[config.mk]
export PLATFORM = sky130hd
export DESIGN_NAME = ppdb_ctrl
export DESIGN_NICKNAME = d
export VERILOG_FILES = /design/src/sv/ppdb_pkg.sv /design/src/sv/ppdb_ctrl.sv
export SDC_FILE = /design/constraint.sdc
export NUM_CORES = 1
export LEC_CHECK = 0
export BUFFER_PORTS_ARGS = -buffer_cell sky130_fd_sc_hd__clkbuf_2
export CORE_MARGIN = 1
export CORE_UTILIZATION = 50
export CTS_CLUSTER_SIZE = 25
export DETAILED_ROUTE_END_ITERATION = 16
export GPL_ROUTABILITY_DRIVEN = 0
export PLACE_DENSITY = 0.74
export SLEW_MARGIN = 20
export SYNTH_ARGS = -nofsm -noshare
export SYNTH_HDL_FRONTEND = slang
export SYNTH_SLANG_ARGS = --single-unit
[constraint.sdc]
create_clock -name clk -period 2.1 [get_ports clk]
set_input_delay 0.42 -clock clk [delete_from_list [all_inputs] [get_ports clk]]
set_output_delay 0.42 -clock clk [all_outputs]
set_load 0.01 [all_outputs]
[src/sv/ppdb_pkg.sv]
// Shared types and constants for the projected pixel depth/blend block.
// Used by the controller, the datapath and the top level; no dependencies.
package ppdb_pkg;

	localparam int MAX_WIDTH   = 256;
	localparam int MAX_HEIGHT  = 256;
	localparam int STORE_WORDS = MAX_WIDTH * MAX_HEIGHT;
	localparam int ADDR_W      = (STORE_WORDS > 1) ? $clog2(STORE_WORDS) : 1;
	localparam int COL_W       = (MAX_WIDTH > 1) ? $clog2(MAX_WIDTH) : 1;
	localparam int ROW_W       = (MAX_HEIGHT > 1) ? $clog2(MAX_HEIGHT) : 1;

	localparam int DIM_W   = 9;
	localparam int SCALE_W = 16;
	localparam int CFG_W   = 16;
	localparam int COORD_W = 32;
	localparam int PIX_W   = 32;
	localparam int IDX_W   = 16;

	// Projection numerator and its magnitude.
	localparam int NUM_W      = 50;
	localparam int MAG_W      = 49;
	localparam int DIV_STEPS  = MAG_W;
	localparam int DIV_CNT_W  = $clog2(DIV_STEPS);

	localparam logic signed [COORD_W-1:0] NEAR_LIMIT = 32'sd6553;

	localparam logic [1:0] ST_WRITTEN = 2'd0;
	localparam logic [1:0] ST_NEAR    = 2'd1;
	localparam logic [1:0] ST_OFF     = 2'd2;
	localparam logic [1:0] ST_HIDDEN  = 2'd3;

	localparam logic [1:0] CFG_WIDTH  = 2'd0;
	localparam logic [1:0] CFG_HEIGHT = 2'd1;
	localparam logic [1:0] CFG_SCALE  = 2'd2;
	localparam logic [1:0] CFG_DEPTH  = 2'd3;

	typedef struct packed {
		logic clr;
		logic load_in;
		logic mul;
		logic sum;
		logic div_init;
		logic div_step;
		logic idx;
		logic test;
		logic commit;
		logic res_load;
	} ppdb_cmd_t;

	typedef struct packed {
		logic clr_done;
		logic near;
		logic off;
		logic hidden;
	} ppdb_stat_t;

endpackage

[src/sv/ppdb_ctrl.sv]
// Sequencing state machine for the projected pixel depth/blend block.
// Depends on ppdb_pkg for the command and status structs.
module ppdb_ctrl (
	input  logic                 clk,
	input  logic                 arst_n,
	input  logic                 in_valid,
	output logic                 in_stall,
	output logic                 out_valid,
	input  logic                 out_stall,
	output ppdb_pkg::ppdb_cmd_t  cmd,
	input  ppdb_pkg::ppdb_stat_t stat
);
	import ppdb_pkg::*;

	localparam logic [3:0] S_CLEAR = 4'd0;
	localparam logic [3:0] S_IDLE  = 4'd1;
	localparam logic [3:0] S_MUL   = 4'd2;
	localparam logic [3:0] S_SUM   = 4'd3;
	localparam logic [3:0] S_DIVI  = 4'd4;
	localparam logic [3:0] S_DIV   = 4'd5;
	localparam logic [3:0] S_IDX   = 4'd6;
	localparam logic [3:0] S_RD    = 4'd7;
	localparam logic [3:0] S_TEST  = 4'd8;
	localparam logic [3:0] S_BLEND = 4'd9;
	localparam logic [3:0] S_FIN   = 4'd10;

	logic [3:0]           state_q, state_d;
	logic [DIV_CNT_W-1:0] div_cnt_q;
	logic                 out_valid_q;
	logic                 accept;
	logic                 can_load;

	assign in_stall  = (state_q != S_IDLE);
	assign accept    = in_valid && !in_stall;
	assign out_valid = out_valid_q;
	assign can_load  = !out_valid_q || !out_stall;

	always_comb begin
		state_d = state_q;
		cmd     = '0;
		unique case (state_q)
			S_CLEAR: begin
				cmd.clr = 1'b1;
				if (stat.clr_done) state_d = S_IDLE;
			end
			S_IDLE: begin
				if (accept) begin
					cmd.load_in = 1'b1;
					state_d = stat.near ? S_FIN : S_MUL;
				end
			end
			S_MUL: begin
				cmd.mul = 1'b1;
				state_d = S_SUM;
			end
			S_SUM: begin
				cmd.sum = 1'b1;
				state_d = S_DIVI;
			end
			S_DIVI: begin
				cmd.div_init = 1'b1;
				state_d = S_DIV;
			end
			S_DIV: begin
				cmd.div_step = 1'b1;
				if (div_cnt_q == DIV_CNT_W'(DIV_STEPS - 1)) state_d = S_IDX;
			end
			S_IDX: begin
				cmd.idx = 1'b1;
				state_d = stat.off ? S_FIN : S_RD;
			end
			S_RD: begin
				state_d = S_TEST;
			end
			S_TEST: begin
				cmd.test = 1'b1;
				state_d = stat.hidden ? S_FIN : S_BLEND;
			end
			S_BLEND: begin
				cmd.commit = 1'b1;
				state_d = S_FIN;
			end
			S_FIN: begin
				if (can_load) begin
					cmd.res_load = 1'b1;
					state_d = S_IDLE;
				end
			end
			default: state_d = S_IDLE;
		endcase
	end

	always_ff @(posedge clk or negedge arst_n) begin
		if (!arst_n) begin
			state_q     <= S_CLEAR;
			div_cnt_q   <= '0;
			out_valid_q <= 1'b0;
		end else begin
			state_q <= state_d;
			if (state_q == S_DIVI) begin
				div_cnt_q <= '0;
			end else if (state_q == S_DIV) begin
				div_cnt_q <= div_cnt_q + 1'b1;
			end
			if (cmd.res_load) begin
				out_valid_q <= 1'b1;
			end else if (!out_stall) begin
				out_valid_q <= 1'b0;
			end
		end
	end

`ifndef ASSERT_OFF
	a_fin_holds: assert property (@(posedge clk) disable iff (!arst_n)
		(state_q == S_FIN && out_valid_q && out_stall) |=> (state_q == S_FIN))
		else $error("result finished while previous result still stalled");
	a_clear_holds: assert property (@(posedge clk) disable iff (!arst_n)
		(state_q == S_CLEAR && !stat.clr_done) |=> (state_q == S_CLEAR))
		else $error("clearing pass left early");
	a_div_count: assert property (@(posedge clk) disable iff (!arst_n)
		(state_q == S_DIV) |-> (div_cnt_q < DIV_CNT_W'(DIV_STEPS)))
		else $error("divider step count overran");
	a_load_new: assert property (@(posedge clk) disable iff (!arst_n)
		cmd.res_load |=> out_valid_q)
		else $error("loaded result not presented");
`endif
endmodule

==> Implementation_results.wiki <==
{| class="wikitable"
! Metric !! Value
|-
| Outcome || completed
|-
| Count of port buffers added during placement || 19
|-
| Peak fanout along the critical path || 14
|-
| Height of the chip || 40.2 um
|-
| Critical path class || register to output pin
|-
| Core footprint || between 1000 and 1500 um^2
|-
| Main area contributors after synthesis || dfrtp_1 (38%), o21ai_0 (6.2%), nand2_1 (4.6%)
|-
| Area growth, synth to finish || 18.4%
|-
| Tot GR Track Use || between 20 and 25%
|-
| CP Data Required Time || between 1500 and 2000 ps
|-
| Maximum number of pins on one net before global-route repair || 15
|-
| Worst IR drop on VDD || 0.605 mV
|-
| Number of violations reported at the end of detailed-routing iteration 0 || 19
|-
| # diodes || 0
|-
| Most frequent cells in the layout || clkbuf_2 (19), nand2_1 (9), nor2_1 (9), o21ai_0 (9), dfrtp_1 (8)
|-
| Largest buffer count on any clock path || 2
|-
| Hold Vio Cnt, Final || 0
|-
| Synth top area share || 37.7%
|-
| DIE AREA || roughly 1600 um^2
|-
| Commonest non-fill, non-tap cell in the layout || clkbuf_2
|-
| Hold-fix buffer count after cts || 0
|-
| Mean number of vias per cell || between 5 and 6
|-
| Wire length of the first global-routing pass || 2350 um
|-
| Startpoint type of the worst setup path || register
|-
| Minimum hold slack || 3.23 ps
|-
| Util after Layout || 64.7%
|-
| Routed len/inst || between 10 and 15 um
|-
| Number of max-cap violations || 0
|-
| CTS Root Buffer Type || clkbuf_4
|-
| CTS HTree Levels || 1
|-
| Cell accounting for the most synthesized area || dfrtp_1
|-
| Total iterations of the first detailed-routing run || 4
|-
| Crit end category || output pin
|-
| Detailed-route wire length || 1560 um
|-
| Number of slew-limit violations in the final report || 0
|-
| Reg-to-reg endpoint || state_q[0]
|-
| Vias in the first global route || about 500
|-
| Source of the worst register-to-register timing path || state_q[3]
|-
| Worst setup startpoint || state_q[2]
|-
| Initial antenna violation count || 0
|-
| Register bit total from synthesis || 11
|-
| Placement row count || 13
|-
| Count of clock tree sinks || 11
|-
| Type of the worst min-delay path || input port to async pin
|-
| Post-synthesis instance area || between 700 and 800 um^2
|-
| Clock insertion delay at the later pin of the skew report || about 280 ps
|-
| Tightest Pin Transition || approximately 350 ps
|-
| Max Freq || 488 MHz
|-
| Sequential area share after synthesis || 37.7%
|-
| Clock period minus final worst setup slack || around 2000 ps
|-
| Arrival time of data at the critical path endpoint || 1630 ps
|-
| Cells after Synth || 85
|-
| Number of setup violations in the final report || 0
|-
| Share of layout cells above drive strength 1 || 29.5%
|-
| HPWL after DPL || 1060 um
|-
| Reg2Reg Setup Slack || 490 ps
|-
| Antenna-violating nets left || 0
|-
| Count of unresolved DRC violations after routing || 0
|-
| Portion of the clock cycle consumed by the worst path in the final layout || 97.6%
|-
| Average cell area after synthesis || 8.58 um^2
|-
| Num ports || 20
|-
| Total number of vias || 681
|-
| Number of cells on the worst reg-to-reg path || 5
|-
| Sum of internal, switching and leakage power || 1070 uW
|-
| Fin Setup TNS || 0 ps
|-
| TritonCTS clock tree || yes
|-
| Worst slew margin || 76.7%
|-
| Distinct cell type count of the synthesized netlist || 31
|-
| Count of warnings emitted by yosys || 0
|-
| Overflow left after global routing || 0
|-
| Number of nets in the final layout || around 120
|-
| Cell Pwr Density || between 1000 and 1500 nW/um^2
|-
| Starting density of the core || 54.7%
|-
| Number of nets produced by synthesis || 95
|-
| Die W || around 40 um
|-
| Total leakage power || 0.000425 uW
|-
| Clock buffers created by TritonCTS || 3
|-
| Worst-case clock skew || ~7.8 ps
|-
| Clk pin slew, worst setup/hold paths || 80 ps
|}
-- registers in the layout (all words and copies together), names as in the netlist --
| signal | cells |
|---|---|
| div_cnt_q | 6 |
| state_q | 4 |
| out_valid | 1 |
-- worst max path at each step --
stage	cells after the start	to	slack [ps]
2_1_floorplan	4	cmd[0]	460
3_3_place_gp	4	cmd[0]	340
3_5_place_dp	4	cmd[0]	270
4_1_cts	4	cmd[0]	4
5_1_grt	4	cmd[0]	-7
6_report	4	cmd[0]	50
-- area by class of cell --
type                            count  area, um^2
Multi-Input combinational cell     64         414
Tap cell                           15        18.8
Sequential cell                    11         279
Fill cell                         127         470
Timing Repair Buffer               20         103
Clock buffer                        4        26.3
Inverter                            6        22.5
-- cell families after synthesis --
kind of cell / after synthesis / synth area share, %
compound gates: 22 / 20.1
buf+inv: 10 / 5.83
fa+ha+maj: 2 / 3.43
xor+xnor: 2 / 2.40
simple gates: 38 / 30.5
flops: 11 / 37.7
-- worst max-delay path, cell delays in order, from the launching register on --
cell and delay, ps:
dfrtp_2 490, nand2b_2 270, or2_2 330, a21oi_1 120, clkbuf_2 140
-- synthesized netlist by cell type (all sizes together) --
cell	number
xor2	2
inv	6
ha	2
nand3	1
a211oi	2
o21ai	10
o22a	1
dfrtp	11
o31ai	2
or3	1
nand2b	2
a22o	2
nand2	9
a21oi	2
a31oi	1
nor3	4
nor4b	1
and3	2
buf	4
nand4	1
nor2b	1
nor2	9
nand4b	1
or4b	1
nand4bb	1
or4	1
nor3b	2
a2bb2oi	1
or2	1
o221a	1
-- per-layer routing --
metal	wire length, um	GRT usage, %	vias up
li1	-	-	346
met1	755	37.7	302
met2	672	27.4	28
met3	96	5.00	5
met4	36	10.8	0
met5	0	0	-
-- metrics by stage --
step / std cells / worst slack [ps] / instance area, um^2
after global routing: 120 / -7.47 / 863
after floorplan: 85 / 462 / 729
after detailed placement: 116 / 270 / 831
after CTS: 120 / 4.05 / 858
after global placement: 116 / 336 / 831
final: 120 / 51.0 / 863
-- timing repair --
| item | CTS | global route |
|---|---|---|
| pin swaps | 0 | 0 |
| endpoints found under the setup margin | 1 | 3 |
| gates resized for setup | 1 | 3 |
| buffers inserted | 0 | 0 |
-- where the power goes --
group	switching, uW	internal (uW)
Combinational	282	244
Sequential	117	279
Clock	78.6	73.8
Total	478	597
Power figures use the tool's default switching activity.
